==> config.mk <==
export PLATFORM = sky130hd
export DESIGN_NAME = morse_keying_encoder
export DESIGN_NICKNAME = d
export VERILOG_FILES = /design/src/rtl/mke_pkg.sv /design/src/rtl/mke_ctrl.sv /design/src/rtl/mke_datapath.sv /design/src/rtl/morse_keying_encoder.sv
export SDC_FILE = /design/constraint.sdc
export NUM_CORES = 1
export LEC_CHECK = 0
export BUFFER_PORTS_ARGS = -buffer_cell sky130_fd_sc_hd__buf_2
export CAP_MARGIN = 40
export CORE_MARGIN = 3
export CORE_UTILIZATION = 63
export CTS_CLUSTER_SIZE = 30
export DETAILED_ROUTE_END_ITERATION = 10
export HOLD_SLACK_MARGIN = 0.08
export PLACE_DENSITY = 0.95
export SYNTH_ARGS = -nofsm -noshare
export SYNTH_HDL_FRONTEND = slang
export SYNTH_HIERARCHICAL = 1
export SYNTH_SLANG_ARGS = --single-unit
==> constraint.sdc <==
create_clock -name i_clk -period 4.3 [get_ports i_clk]
set_clock_uncertainty 0.1 [all_clocks]
set_input_delay 1.075 -clock i_clk [delete_from_list [all_inputs] [get_ports i_clk]]
set_output_delay 1.075 -clock i_clk [all_outputs]
set_load 0.02 [all_outputs]
==> src/rtl/mke_pkg.sv <==
// shared types, the morse table lookup and the controller state encoding
package mke_pkg;

    // longest pattern in the table, in elements
    localparam int unsigned MaxElems = 5;
    localparam int unsigned ElemCntW = 3;

    // table lookup result, pattern left-aligned so the first element sits in the top bit
    typedef struct packed {
        logic                found;
        logic [ElemCntW-1:0] len;
        logic [MaxElems-1:0] pat;
    } t_entry;

    // controller to datapath
    typedef struct packed {
        logic load;
        logic step;
    } t_cmd;

    // datapath to controller
    typedef struct packed {
        logic last;
        logic out_free;
    } t_sts;

    typedef enum logic [0:0] {
        ST_IDLE,
        ST_EMIT
    } t_state;

    // fold lower case, look up the pattern (1 = dah, first element in bit len-1)
    function automatic t_entry lookup(input logic [7:0] code);
        logic [7:0]          c;
        logic [ElemCntW-1:0] len;
        logic [MaxElems-1:0] pat;
        logic                found;
        t_entry              e;
        c = code;
        if (code inside {[8'h61:8'h7A]}) begin
            c = code - 8'd32;
        end
        found = 1'b1;
        len   = '0;
        pat   = '0;
        case (c)
            8'h20: begin len = 3'd0; pat = 5'h00; end
            8'h30: begin len = 3'd5; pat = 5'h1F; end
            8'h31: begin len = 3'd5; pat = 5'h0F; end
            8'h32: begin len = 3'd5; pat = 5'h07; end
            8'h33: begin len = 3'd5; pat = 5'h03; end
            8'h34: begin len = 3'd5; pat = 5'h01; end
            8'h35: begin len = 3'd5; pat = 5'h00; end
            8'h36: begin len = 3'd5; pat = 5'h10; end
            8'h37: begin len = 3'd5; pat = 5'h18; end
            8'h38: begin len = 3'd5; pat = 5'h1C; end
            8'h39: begin len = 3'd5; pat = 5'h1E; end
            8'h41: begin len = 3'd2; pat = 5'h01; end
            8'h42: begin len = 3'd4; pat = 5'h08; end
            8'h43: begin len = 3'd4; pat = 5'h0A; end
            8'h44: begin len = 3'd3; pat = 5'h04; end
            8'h45: begin len = 3'd1; pat = 5'h00; end
            8'h46: begin len = 3'd4; pat = 5'h02; end
            8'h47: begin len = 3'd3; pat = 5'h06; end
            8'h48: begin len = 3'd4; pat = 5'h00; end
            8'h49: begin len = 3'd2; pat = 5'h00; end
            8'h4A: begin len = 3'd4; pat = 5'h07; end
            8'h4B: begin len = 3'd3; pat = 5'h05; end
            8'h4C: begin len = 3'd4; pat = 5'h04; end
            8'h4D: begin len = 3'd2; pat = 5'h03; end
            8'h4E: begin len = 3'd2; pat = 5'h02; end
            8'h4F: begin len = 3'd3; pat = 5'h07; end
            8'h50: begin len = 3'd4; pat = 5'h06; end
            8'h51: begin len = 3'd4; pat = 5'h0D; end
            8'h52: begin len = 3'd3; pat = 5'h02; end
            8'h53: begin len = 3'd3; pat = 5'h00; end
            8'h54: begin len = 3'd1; pat = 5'h01; end
            8'h55: begin len = 3'd3; pat = 5'h01; end
            8'h56: begin len = 3'd4; pat = 5'h01; end
            8'h57: begin len = 3'd3; pat = 5'h03; end
            8'h58: begin len = 3'd4; pat = 5'h09; end
            8'h59: begin len = 3'd4; pat = 5'h0B; end
            8'h5A: begin len = 3'd4; pat = 5'h0C; end
            default: begin found = 1'b0; end
        endcase
        e.found = found;
        e.len   = len;
        e.pat   = pat << (3'(MaxElems) - len);
        return e;
    endfunction

endpackage

==> src/rtl/mke_ctrl.sv <==
// controller state machine: accepts a character and sequences its keying units
module mke_ctrl (
    input  logic           i_clk,
    input  logic           i_rst_n,
    input  logic           i_valid,
    output logic           o_ready,
    input  mke_pkg::t_sts  i_sts,
    output mke_pkg::t_cmd  o_cmd
);

    mke_pkg::t_state r_state;
    mke_pkg::t_state n_state;

    // state register
    always_ff @(posedge i_clk) begin
        if (!i_rst_n) begin
            r_state <= mke_pkg::ST_IDLE;
        end else begin
            r_state <= n_state;
        end
    end

    // next state and commands
    always_comb begin
        n_state    = r_state;
        o_ready    = 1'b0;
        o_cmd.load = 1'b0;
        o_cmd.step = 1'b0;
        case (r_state)
            mke_pkg::ST_IDLE: begin
                o_ready = 1'b1;
                if (i_valid) begin
                    o_cmd.load = 1'b1;
                    n_state    = mke_pkg::ST_EMIT;
                end
            end
            mke_pkg::ST_EMIT: begin
                o_cmd.step = i_sts.out_free;
                if (i_sts.out_free && i_sts.last) begin
                    n_state = mke_pkg::ST_IDLE;
                end
            end
            default: begin
                n_state = mke_pkg::ST_IDLE;
            end
        endcase
    end

endmodule

==> src/rtl/mke_datapath.sv <==
// datapath: pattern shift register, element and unit counters, output register
module mke_datapath (
    input  logic           i_clk,
    input  logic           i_rst_n,
    input  logic [7:0]     i_char_code,
    input  mke_pkg::t_cmd  i_cmd,
    output mke_pkg::t_sts  o_sts,
    output logic           o_valid,
    input  logic           i_ready,
    output logic           o_key_on,
    output logic           o_last_unit,
    output logic           o_not_found
);

    mke_pkg::t_entry lk;

    logic [mke_pkg::MaxElems-1:0] r_pat, n_pat;
    logic [mke_pkg::ElemCntW-1:0] r_rem, n_rem;
    logic [1:0]                   r_sub, n_sub;
    logic                         r_nf, n_nf;
    logic                         r_out_valid;
    logic                         r_out_key;
    logic                         r_out_last;
    logic                         r_out_nf;
    logic                         unit_key;
    logic                         end_elem;

    assign lk = mke_pkg::lookup(i_char_code);

    // status back to the controller
    assign o_sts.last     = r_nf || (r_rem == '0);
    assign o_sts.out_free = !r_out_valid || i_ready;

    // current unit: dit is on,off and dah is on,on,on,off
    assign end_elem = r_pat[mke_pkg::MaxElems-1] ? (r_sub == 2'd3) : (r_sub == 2'd1);
    assign unit_key = !o_sts.last && !end_elem;

    // next element state
    always_comb begin
        n_pat = r_pat;
        n_rem = r_rem;
        n_sub = r_sub;
        n_nf  = r_nf;
        if (i_cmd.load) begin
            n_pat = lk.pat;
            n_rem = lk.len;
            n_sub = '0;
            n_nf  = !lk.found;
        end else if (i_cmd.step && !o_sts.last) begin
            if (end_elem) begin
                n_pat = r_pat << 1;
                n_rem = r_rem - 1'b1;
                n_sub = '0;
            end else begin
                n_sub = r_sub + 1'b1;
            end
        end
    end

    // element registers
    always_ff @(posedge i_clk) begin
        r_pat <= n_pat;
        r_rem <= n_rem;
        r_sub <= n_sub;
        r_nf  <= n_nf;
    end

    // output register
    always_ff @(posedge i_clk) begin
        if (!i_rst_n) begin
            r_out_valid <= 1'b0;
        end else if (i_cmd.step) begin
            r_out_valid <= 1'b1;
        end else if (i_ready) begin
            r_out_valid <= 1'b0;
        end
    end

    always_ff @(posedge i_clk) begin
        if (i_cmd.step) begin
            r_out_key  <= unit_key;
            r_out_last <= o_sts.last;
            r_out_nf   <= r_nf;
        end
    end

    assign o_valid     = r_out_valid;
    assign o_key_on    = r_out_key;
    assign o_last_unit = r_out_last;
    assign o_not_found = r_out_nf;

    // a not-found unit is a single off unit closing the character
    a_nf_shape: assert property (@(posedge i_clk) disable iff (!i_rst_n)
        r_out_valid && r_out_nf |-> r_out_last && !r_out_key)
        else $error("not-found unit malformed");

    // a unit is only produced into a free output register
    a_step_free: assert property (@(posedge i_clk) disable iff (!i_rst_n)
        i_cmd.step |-> (!r_out_valid || i_ready))
        else $error("output overwritten");

    // the closing unit is marked last
    a_last_marked: assert property (@(posedge i_clk) disable iff (!i_rst_n)
        i_cmd.step && o_sts.last |=> r_out_valid && r_out_last && !r_out_key)
        else $error("closing unit not marked");

    // load and step never coincide
    a_cmd_excl: assert property (@(posedge i_clk) disable iff (!i_rst_n)
        !(i_cmd.load && i_cmd.step))
        else $error("load and step together");

endmodule

==> src/rtl/morse_keying_encoder.sv <==
// Morse keying encoder: character requests in, keying units out, one unit per cycle
// within a character while the consumer takes them. A request is accepted while the
// controller is idle, then its units leave the output register in order: a character
// of N units (1 to 21; an unknown code or a space is 1, a digit is 11 to 21, five dahs
// the most) is walked element by element by the datapath.
// Lower case letters are folded to upper case. The final unit of each character
// has o_last_unit set; a code with no table entry gives one off unit with
// o_not_found set. The next request is taken while the last unit still waits.
module morse_keying_encoder (
    input  logic       i_clk,
    input  logic       i_rst_n,
    input  logic       i_valid,
    output logic       o_ready,
    input  logic [7:0] i_char_code,
    output logic       o_valid,
    input  logic       i_ready,
    output logic       o_key_on,
    output logic       o_last_unit,
    output logic       o_not_found
);

    mke_pkg::t_cmd cmd;
    mke_pkg::t_sts sts;

    // sequencing
    mke_ctrl u_ctrl (
        .i_clk   (i_clk),
        .i_rst_n (i_rst_n),
        .i_valid (i_valid),
        .o_ready (o_ready),
        .i_sts   (sts),
        .o_cmd   (cmd)
    );

    // pattern walk and output register
    mke_datapath u_datapath (
        .i_clk       (i_clk),
        .i_rst_n     (i_rst_n),
        .i_char_code (i_char_code),
        .i_cmd       (cmd),
        .o_sts       (sts),
        .o_valid     (o_valid),
        .i_ready     (i_ready),
        .o_key_on    (o_key_on),
        .o_last_unit (o_last_unit),
        .o_not_found (o_not_found)
    );

endmodule

==> impl_metrics.toml, run 1 <==
[synth]
syn_area_um2 = 1550
post_synth_inst_count = 175
synth_fp_nets = 190
synth.lib_cells_used.distinct = 68
asyncSetResetFlopFracSynth_pct = 0
synthesized_flop_and_latch_total = 16
synth_seq_area_share_pct = 28.3
yosysWarnings = 6
synthesis.area_per_instance_um2 = 8.88
synth_enable_flop_cells = 12
synthFlopType = "sky130_fd_sc_hd__edfxtp_1"

[cells_and_area]
final_design_area_no_fill_um2 = 1610
area_growth_syn_to_layout_pct = 3.70
post_route_cells_drive_above_1_share_pct = 20.8
multi_input_comb_area_um2 = 982
fill_cells = 162
antennaDiodeCount = 0
register_area_um2 = 440
final_net_count = 199

[clock_network]
clock_insertion_delay_worst_skew_ns = 0.29
clock_sink_count = 16
ctsHoldBuffers = 0
clock_tree_buffer_depth = 2
cts.reportedPaths.clkPinSlew_ns = 0.09
cts_tree = "yes"
tritoncts.num_buffers = 3
root_buffer = "sky130_fd_sc_hd__clkbuf_4"
post-cts-setup-buffer-count = 0
ctsResizeCount = 0
clock_tree.htree_level_count = 1

[sta]
timing.final.hold_violations = 0
final_min_period_over_clock_period_pct = 72.8
rsz0062_at_grt = "false"
timing.final.max_slew_violations = 0
final.setup.tns_ns = 0
timing.slew.headroom_pct = 68.7
worst-slew-pin-transition_ns = 0.469
layout_min_cycle_time_ns = 3.13
fmax_mhz = 319
timing.final.ws_setup_ns = 1.17
timing.final.setup_violations = 0

[floorplan]
die_height_um = 55.7
effective_utilization_at_floorplan_pct = 68.3
design.die.area_um2 = 3100
chipWidth_um = 55.7
std_cell_rows = 17
ioPinCount = 17
core_area_um2 = 2280

[global_route]
grt_first_pass_wirelength_um = 6120
global_route.usage.total_pct = 24.4
globalRouteOverflowTotal = 0
vias_in_the_first_global_route = 1298
grt_max_degree = 27
grt_antenna_before_repair = 0

[routing]
drt_drc_violations_left = 0
ant_nets = 0
vias = 1460
detailedRoute.firstPassIterationCount = 5
post_detailed_route_via_to_cell_ratio = 6.92
detailedRoute.firstIterationViolations = 117
totalWireLength_um = 3660
wl_per_cell_um = 17.4

[power_and_ir_drop]
p_leak_nw = 0.594
fin_total_pwr_uw = 405
ir_worst_vdd_v = 0.000163
power-per-cell-area_nw_per_um2 = 251

[setup_path]
endpoint_type_of_the_worst_setup_path = "register"
setup.worst_path.start_class = "primary input"
timing.critical_path.arrival_ns = 3.07
critical_path_class = "in -> reg"
path_max_fanout = 7
worst-endpoint-required_ns = 4.24

[place]
post-dp-hpwl_um = 2690
portBuffers = 16
placement.cell_area_um2 = 1580
worst_setup_slack_post_dpl_ns = 0.915
gp_routability_congestion = 0.967

[job]
max_cap_violations = 0

[worst_hold_path]
hold_path.class = "reg -> reg"

[status]
outcome = "finished, final reports clean"
flip-flops by register name (all words and copies together), names as in the netlist:
register,count
u_ctrl/r_state,1
u_datapath/o_key_on,1
u_datapath/o_last_unit,1
u_datapath/o_not_found,1
u_datapath/o_valid,1
u_datapath/r_nf,1
u_datapath/r_pat,5
u_datapath/r_rem,3
u_datapath/r_sub,2
cell usage after synthesis, types with 2 or more instances:
cell,number,area [um2]
sky130_fd_sc_hd__edfxtp_1,12,360
sky130_fd_sc_hd__a21oi_1,11,55.1
sky130_fd_sc_hd__nor2_1,11,41.3
sky130_fd_sc_hd__inv_1,10,37.5
sky130_fd_sc_hd__nand2_1,10,37.5
sky130_fd_sc_hd__o21ai_0,6,30.0
sky130_fd_sc_hd__buf_6,5,56.3
sky130_fd_sc_hd__nand2b_1,5,31.3
sky130_fd_sc_hd__nor2b_1,5,31.3
sky130_fd_sc_hd__a211oi_1,4,30.0
sky130_fd_sc_hd__a31oi_1,4,25.0
sky130_fd_sc_hd__dfxtp_1,4,80.1
sky130_fd_sc_hd__nor3_1,4,20.0
sky130_fd_sc_hd__o21ai_1,4,20.0
sky130_fd_sc_hd__and3_1,3,18.8
sky130_fd_sc_hd__buf_2,3,15.0
sky130_fd_sc_hd__ha_1,3,37.5
sky130_fd_sc_hd__mux2i_1,3,30.0
sky130_fd_sc_hd__nor3b_1,3,22.5
sky130_fd_sc_hd__nor4_1,3,18.8
sky130_fd_sc_hd__a41o_1,2,20.0
sky130_fd_sc_hd__and2_1,2,12.5
sky130_fd_sc_hd__and4bb_1,2,25.0
sky130_fd_sc_hd__buf_4,2,15.0
sky130_fd_sc_hd__clkbuf_1,2,7.51
sky130_fd_sc_hd__mux2_2,2,22.5
sky130_fd_sc_hd__nand2_2,2,12.5
sky130_fd_sc_hd__nand3_1,2,10.0
sky130_fd_sc_hd__nand4_1,2,12.5
sky130_fd_sc_hd__nor4b_1,2,17.5
sky130_fd_sc_hd__nor4bb_1,2,20.0
sky130_fd_sc_hd__o211ai_1,2,15.0
sky130_fd_sc_hd__o22ai_1,2,12.5
sky130_fd_sc_hd__xnor2_1,2,17.5
metrics by stage:
stage / instances / utilization (%) / hold slack, ns
final: 211 / 70.8 / 0.361
after global routing: 211 / 70.8 / 0.378
after CTS: 211 / 70.8 / 0.363
after detailed placement: 207 / 69.2 / 0.338
after global placement: 207 / 69.2 / 0.335
after floorplan: 175 / - / 0.327
final timing paths:
check	start	to	slack, ns	depth (start not counted)
worst max-delay path	i_char_code[5]	u_datapath/r_pat[4]	1.17	10
worst min-delay path	u_datapath/r_nf	u_datapath/o_not_found	0.36	0
worst max register to register	u_datapath/r_rem[0]	u_datapath/r_pat[4]	2.44	5
worst min register to register	u_datapath/r_nf	u_datapath/o_not_found	0.36	0
kinds of logic after synthesis:
kind of cell / Yosys count / synth area share (%)
AND/OR/NAND/NOR: 71 / 29.4
AO/OA/AOI/OAI: 54 / 25.7
buffers and inverters: 22 / 8.45
flip-flops: 16 / 28.3
multiplexers: 5 / 3.38
adder cells (fa/ha/maj): 4 / 3.06
XOR/XNOR: 3 / 1.69
critical path: stages:
cell and delay (ns):
sky130_fd_sc_hd__buf_2 0.15, sky130_fd_sc_hd__inv_1 0.06, sky130_fd_sc_hd__ha_1 0.32, sky130_fd_sc_hd__o21ai_2 0.10
sky130_fd_sc_hd__a31oi_1 0.22, sky130_fd_sc_hd__o211ai_1 0.16, sky130_fd_sc_hd__nor4_1 0.46, sky130_fd_sc_hd__nand2b_1 0.17
sky130_fd_sc_hd__a21oi_1 0.06, sky130_fd_sc_hd__o32a_1 0.30
where the power goes:
| part | leakage [nW] | internal (mW) | switching [mW] |
|---|---|---|---|
| clock network | 0.0210 | 0.0516 | 0.0482 |
| logic | 0.426 | 0.0437 | 0.0740 |
| registers | 0.147 | 0.182 | 0.00537 |
| total | 0.594 | 0.277 | 0.128 |
layer usage:
| layer | global-route usage, % | vias to the layer above | routed length [um] |
|---|---|---|---|
| li1 | - | 689 | - |
| met4 | 10.8 | 0 | 112 |
| met5 | 0 | - | 0 |
| met2 | 41.9 | 76 | 1780 |
| met3 | 2.32 | 17 | 289 |
| met1 | 30.7 | 678 | 1480 |
cell type report:
| cell class | count | area share (%) |
|---|---|---|
| tap | 28 | 2.17 |
| sequential | 16 | 27.3 |
| clock buffer | 4 | 2.25 |
| multi-input combinational | 137 | 60.9 |
| inverter | 10 | 2.33 |
| timing repair buffer | 16 | 4.97 |
layout by cell type (no fill, tap or decap), types with 3 or more instances in the layout:
cell	count
sky130_fd_sc_hd__nor2b_1	5
sky130_fd_sc_hd__a211oi_1	4
sky130_fd_sc_hd__edfxtp_1	12
sky130_fd_sc_hd__nand2b_1	5
sky130_fd_sc_hd__inv_1	10
sky130_fd_sc_hd__ha_1	3
sky130_fd_sc_hd__nor3_1	4
sky130_fd_sc_hd__mux2i_1	3
sky130_fd_sc_hd__nor4_1	3
sky130_fd_sc_hd__a31oi_1	4
sky130_fd_sc_hd__and3_1	3
sky130_fd_sc_hd__nand2_1	10
sky130_fd_sc_hd__nor3b_1	3
sky130_fd_sc_hd__clkbuf_4	3
sky130_fd_sc_hd__nor2_1	11
sky130_fd_sc_hd__buf_2	16
sky130_fd_sc_hd__o21ai_0	6
sky130_fd_sc_hd__a21oi_1	11
sky130_fd_sc_hd__dfxtp_1	4
sky130_fd_sc_hd__o21ai_1	4
Power figures use the tool's default switching activity.
==> run 2: changes to the inputs <==
--- a/config.mk
+++ b/config.mk
@@ -5,14 +5,15 @@
 export SDC_FILE = /design/constraint.sdc
 export NUM_CORES = 1
 export LEC_CHECK = 0
+export ABC_AREA = 1
 export BUFFER_PORTS_ARGS = -buffer_cell sky130_fd_sc_hd__buf_2
 export CAP_MARGIN = 40
 export CORE_MARGIN = 3
-export CORE_UTILIZATION = 63
+export CORE_UTILIZATION = 54
 export CTS_CLUSTER_SIZE = 30
 export DETAILED_ROUTE_END_ITERATION = 10
 export HOLD_SLACK_MARGIN = 0.08
-export PLACE_DENSITY = 0.95
+export PLACE_DENSITY = 0.87
 export SYNTH_ARGS = -nofsm -noshare
 export SYNTH_HDL_FRONTEND = slang
 export SYNTH_HIERARCHICAL = 1
==> constraint.sdc (replaced) <==
create_clock -name i_clk -period 2.6 [get_ports i_clk]
set_clock_uncertainty 0.1 [all_clocks]
set_input_delay 0.65 -clock i_clk [delete_from_list [all_inputs] [get_ports i_clk]]
set_output_delay 0.65 -clock i_clk [all_outputs]
set_load 0.02 [all_outputs]
==> run 2 against run 1 <==
The run now ends with setup timing left. Clock-buffer cell count unchanged. Utilization up 15 points. Synthesized cell count up 61%. Global-route usage is 2.8 points higher. Combinational power rose to 2.9 times the previous value. Final area increased by 65%. Critical endpoint unchanged. Largest power group is now combinational logic. Highest routed layer unchanged.
==> impl_metrics.toml, run 2 <==
[status]
outcome = "finished with violations"
failed_checks = "setup timing"

[cells_and_area]
fill_cells = 166
largest_register_ff_count = 5
final_common_cell = "sky130_fd_sc_hd__nand2_1"
antennaDiodeCount = 0
final_net_count = 368
fin_util_pct = 86.2
area_growth_syn_to_layout_pct = 51.7
layout_common_cells = "sky130_fd_sc_hd__nand2_1 (54), sky130_fd_sc_hd__buf_4 (46), sky130_fd_sc_hd__nor2_1 (37), sky130_fd_sc_hd__inv_1 (33), sky130_fd_sc_hd__nand3_1 (20)"
largest_register = "u_datapath/r_pat"
reg_top3 = "u_datapath/r_pat: 5 flops, u_datapath/r_rem: 3 flops, u_datapath/r_sub: 2 flops"
post_route_cells_drive_above_1_share_pct = 42.6

[power_and_ir_drop]
seq_power_share_pct = 39.6
power.share.switching_pct = 36.6
p_leak_nw = 1.38
internal_power_uw = 494
pwr-share-comb_pct = 44.3
ir_worst_vdd_v = 0.000145
total_switching_power_uw = 285
power-per-cell-area_nw_per_um2 = 294
clock_power_share_pct = 16.2

[synth]
yosys-top-cells-area = "sky130_fd_sc_hd__edfxtp_1 (21%), sky130_fd_sc_hd__nand2_1 (16%), sky130_fd_sc_hd__nor2_1 (10%), sky130_fd_sc_hd__inv_1 (8.2%), sky130_fd_sc_hd__nand3_1 (8.0%)"
synthesis.area_per_instance_um2 = 6.20
synth_fp_nets = 297
post_synth_inst_count = 282
synth_top_family_by_area = "simple AND/OR/NAND/NOR gates"
post_synthesis_share_of_cell_area_spent_on_and_or_nand_and_nor_gates_pct = 48.9
yosysWarnings = 6
syn_area_um2 = 1750
synth_compound_area_share_pct = 13.2
yosysTopAreaCellShare_pct = 20.6
cell_taking_the_most_area_after_synthesis = "sky130_fd_sc_hd__edfxtp_1"
synthMostInstantiatedCell = "sky130_fd_sc_hd__nand2_1"
most_used_standard_cells_in_the_synthesized_netlist = "sky130_fd_sc_hd__nand2_1 (74), sky130_fd_sc_hd__nor2_1 (48), sky130_fd_sc_hd__inv_1 (38)"
synth_adder_area_share_pct = 2.15
synth_mux_area_share_pct = 0
asyncSetResetFlopFracSynth_pct = 0
synth_enable_flop_cells = 12
synthesized_flop_and_latch_total = 16
synthFlopType = "sky130_fd_sc_hd__edfxtp_1"
synth_seq_area_share_pct = 25.2
synth-xor-area-share_pct = 0
synth.lib_cells_used.distinct = 36

[worst_hold_path]
hp-start = "u_datapath/r_nf"
hold_path.class = "reg -> reg"

[place]
gp_routability_congestion = 1.04
post-dp-hpwl_um = 4190
portBuffers = 16
worst_setup_slack_post_dpl_ns = -0.312

[routing]
ant_nets = 0
totalWireLength_um = 7230
post_detailed_route_via_to_cell_ratio = 6.24
detailedRoute.firstPassIterationCount = 9
drt_drc_violations_left = 0
detailedRoute.firstIterationViolations = 347
vias = 2471
met3WireLength_um = 822
max_layer_used = "met4"
wl_met1_um = 2200
wl_per_cell_um = 18.2
met2RoutedLength_um = 3370

[setup_path]
worst-endpoint-required_ns = 2.54
timing.critical_path.arrival_ns = 2.68
endpoint_type_of_the_worst_setup_path = "register"
timing.rr.start = "u_datapath/r_rem[0]"
path_max_fanout = 6
setup.worst_path.start_class = "primary input"
critical_path_class = "in -> reg"
setup.worst_path.start = "i_char_code[2]"

[clock_network]
root_buffer = "sky130_fd_sc_hd__clkbuf_4"
clock_insertion_delay_worst_skew_ns = 0.27
cts_tree = "yes"
clock_tree_buffer_depth = 2
tritoncts.num_buffers = 3
clock_sink_count = 16
clock_tree.htree_level_count = 1
ctsHoldBuffers = 0
cts.reportedPaths.clkPinSlew_ns = 0.08

[sta]
timing.final.ws_setup_ns = -0.143
fmax_mhz = 365
worst-slew-pin-transition_ns = 0.505
timing.final.hold_violations = 0
timing.final.setup_violations = 6
rsz0062_at_grt = "true"
final_min_period_over_clock_period_pct = 105
layout_min_cycle_time_ns = 2.74
timing.final.max_slew_violations = 0
timing.slew.headroom_pct = 66.1

[global_route]
globalRouteOverflowTotal = 0
grt_first_pass_wirelength_um = 8880
global_route.usage.total_pct = 27.2
grt_max_degree = 14
grt_antenna_before_repair = 0
vias_in_the_first_global_route = 2135

[job]
max_cap_violations = 0

[floorplan]
design.die.area_um2 = 3960
effective_utilization_at_floorplan_pct = 56.8
chipWidth_um = 62.9
std_cell_rows = 20
die_height_um = 62.9
ioPinCount = 17
core_area_um2 = 3080
-- run 2: changes by cell type in the layout (fill, tap and decap cells not counted), moves of 10 or more --
| cell | before | now |
|---|---|---|
| sky130_fd_sc_hd__nand2_1 | 10 | 54 |
| sky130_fd_sc_hd__nor2_1 | 11 | 37 |
| sky130_fd_sc_hd__nand2_2 | 2 | 16 |
| sky130_fd_sc_hd__nand2_4 | 0 | 11 |
| sky130_fd_sc_hd__inv_1 | 10 | 33 |
| sky130_fd_sc_hd__nor2_4 | 0 | 10 |
| sky130_fd_sc_hd__buf_4 | 0 | 46 |
| sky130_fd_sc_hd__buf_6 | 0 | 10 |
| sky130_fd_sc_hd__nand3_1 | 2 | 20 |
-- run 2: worst max-delay path: stages --
cell and delay (ns):
sky130_fd_sc_hd__buf_6 0.11, sky130_fd_sc_hd__inv_2 0.08, sky130_fd_sc_hd__nand2_4 0.07, sky130_fd_sc_hd__nor2_4 0.15, sky130_fd_sc_hd__nand2_2 0.10, sky130_fd_sc_hd__nand3_4 0.14
sky130_fd_sc_hd__nand2_4 0.09, sky130_fd_sc_hd__nand2_4 0.08, sky130_fd_sc_hd__nand2_4 0.07, sky130_fd_sc_hd__nor2_4 0.21, sky130_fd_sc_hd__nand3_1 0.25, sky130_fd_sc_hd__nand2_2 0.18
sky130_fd_sc_hd__nor2_4 0.05, sky130_fd_sc_hd__nand3_1 0.08, sky130_fd_sc_hd__nand2_1 0.06, sky130_fd_sc_hd__nor2_1 0.11, sky130_fd_sc_hd__nand3_1 0.08, sky130_fd_sc_hd__nand2_1 0.06
sky130_fd_sc_hd__inv_1 0.04
-- run 2: path summary, 6_finish.rpt --
| kind | endpoint | slack (ns) | cells past startpoint |
|---|---|---|---|
| setup / recovery | u_datapath/r_pat[4] | -0.14 | 19 |
| hold / removal | u_datapath/o_not_found | 0.36 | 0 |
| setup reg to reg | u_datapath/r_rem[1] | 0.67 | 9 |
| hold reg to reg | u_datapath/o_not_found | 0.36 | 0 |
-- run 2: area by class of cell --
cell class | instances | area [um2] | area share (%)
Clock buffer | 4 | 26.3 | 0.990
Inverter | 42 | 165 | 6.22
Multi-Input combinational cell | 222 | 1400 | 52.8
Sequential cell | 16 | 440 | 16.6
Tap cell | 44 | 55.1 | 2.07
Timing Repair Buffer | 68 | 566 | 21.3
-- run 2: kinds of logic (layout without fill, tap and decap cells) --
family	Yosys count	in the layout
simple gates	184	185
buf+inv	45	114
compound gates	34	34
flops	16	16
fa+ha+maj	3	3
-- run 2: power groups by stage --
| stage | sequential [mW] | clock, mW | combinational, mW |
|---|---|---|---|
| 3_3_place_gp | 0.313 | 0 | 0.234 |
| 2_1_floorplan | 0.317 | 0 | 0.144 |
| 5_1_grt | 0.311 | 0.146 | 0.367 |
| 4_1_cts | 0.308 | 0.131 | 0.247 |
| 3_5_place_dp | 0.314 | 0 | 0.244 |
| 6_report | 0.308 | 0.126 | 0.345 |
-- run 2: timing repair --
action,4_1_cts,5_1_grt
gates cloned,0,1
pin swaps,1,35
gates resized for setup,2,103
buffers inserted,0,5
setup endpoints to repair,1,9
-- run 2: metal layers --
| layer | vias up | global-route usage (%) |
|---|---|---|
| met2 | 227 | 51.0 |
| li1 | 1068 | - |
| met4 | 0 | 10.5 |
| met3 | 96 | 4.14 |
| met5 | - | 0 |
| met1 | 1080 | 30.3 |
-- run 2: per-stage QoR --
step / cell area [um2] / std cells / setup TNS (ns) / hold slack, ns / power (mW)
after floorplan: 1750 / 282 / 0 / 0.326 / 0.462
after global routing: 2650 / 396 / -1.33 / 0.370 / 0.824
after CTS: 2250 / 390 / 0 / 0.354 / 0.686
after detailed placement: 2210 / 386 / -1.91 / 0.335 / 0.558
final: 2650 / 396 / -0.516 / 0.363 / 0.779
after global placement: 2210 / 386 / -1.33 / 0.327 / 0.547
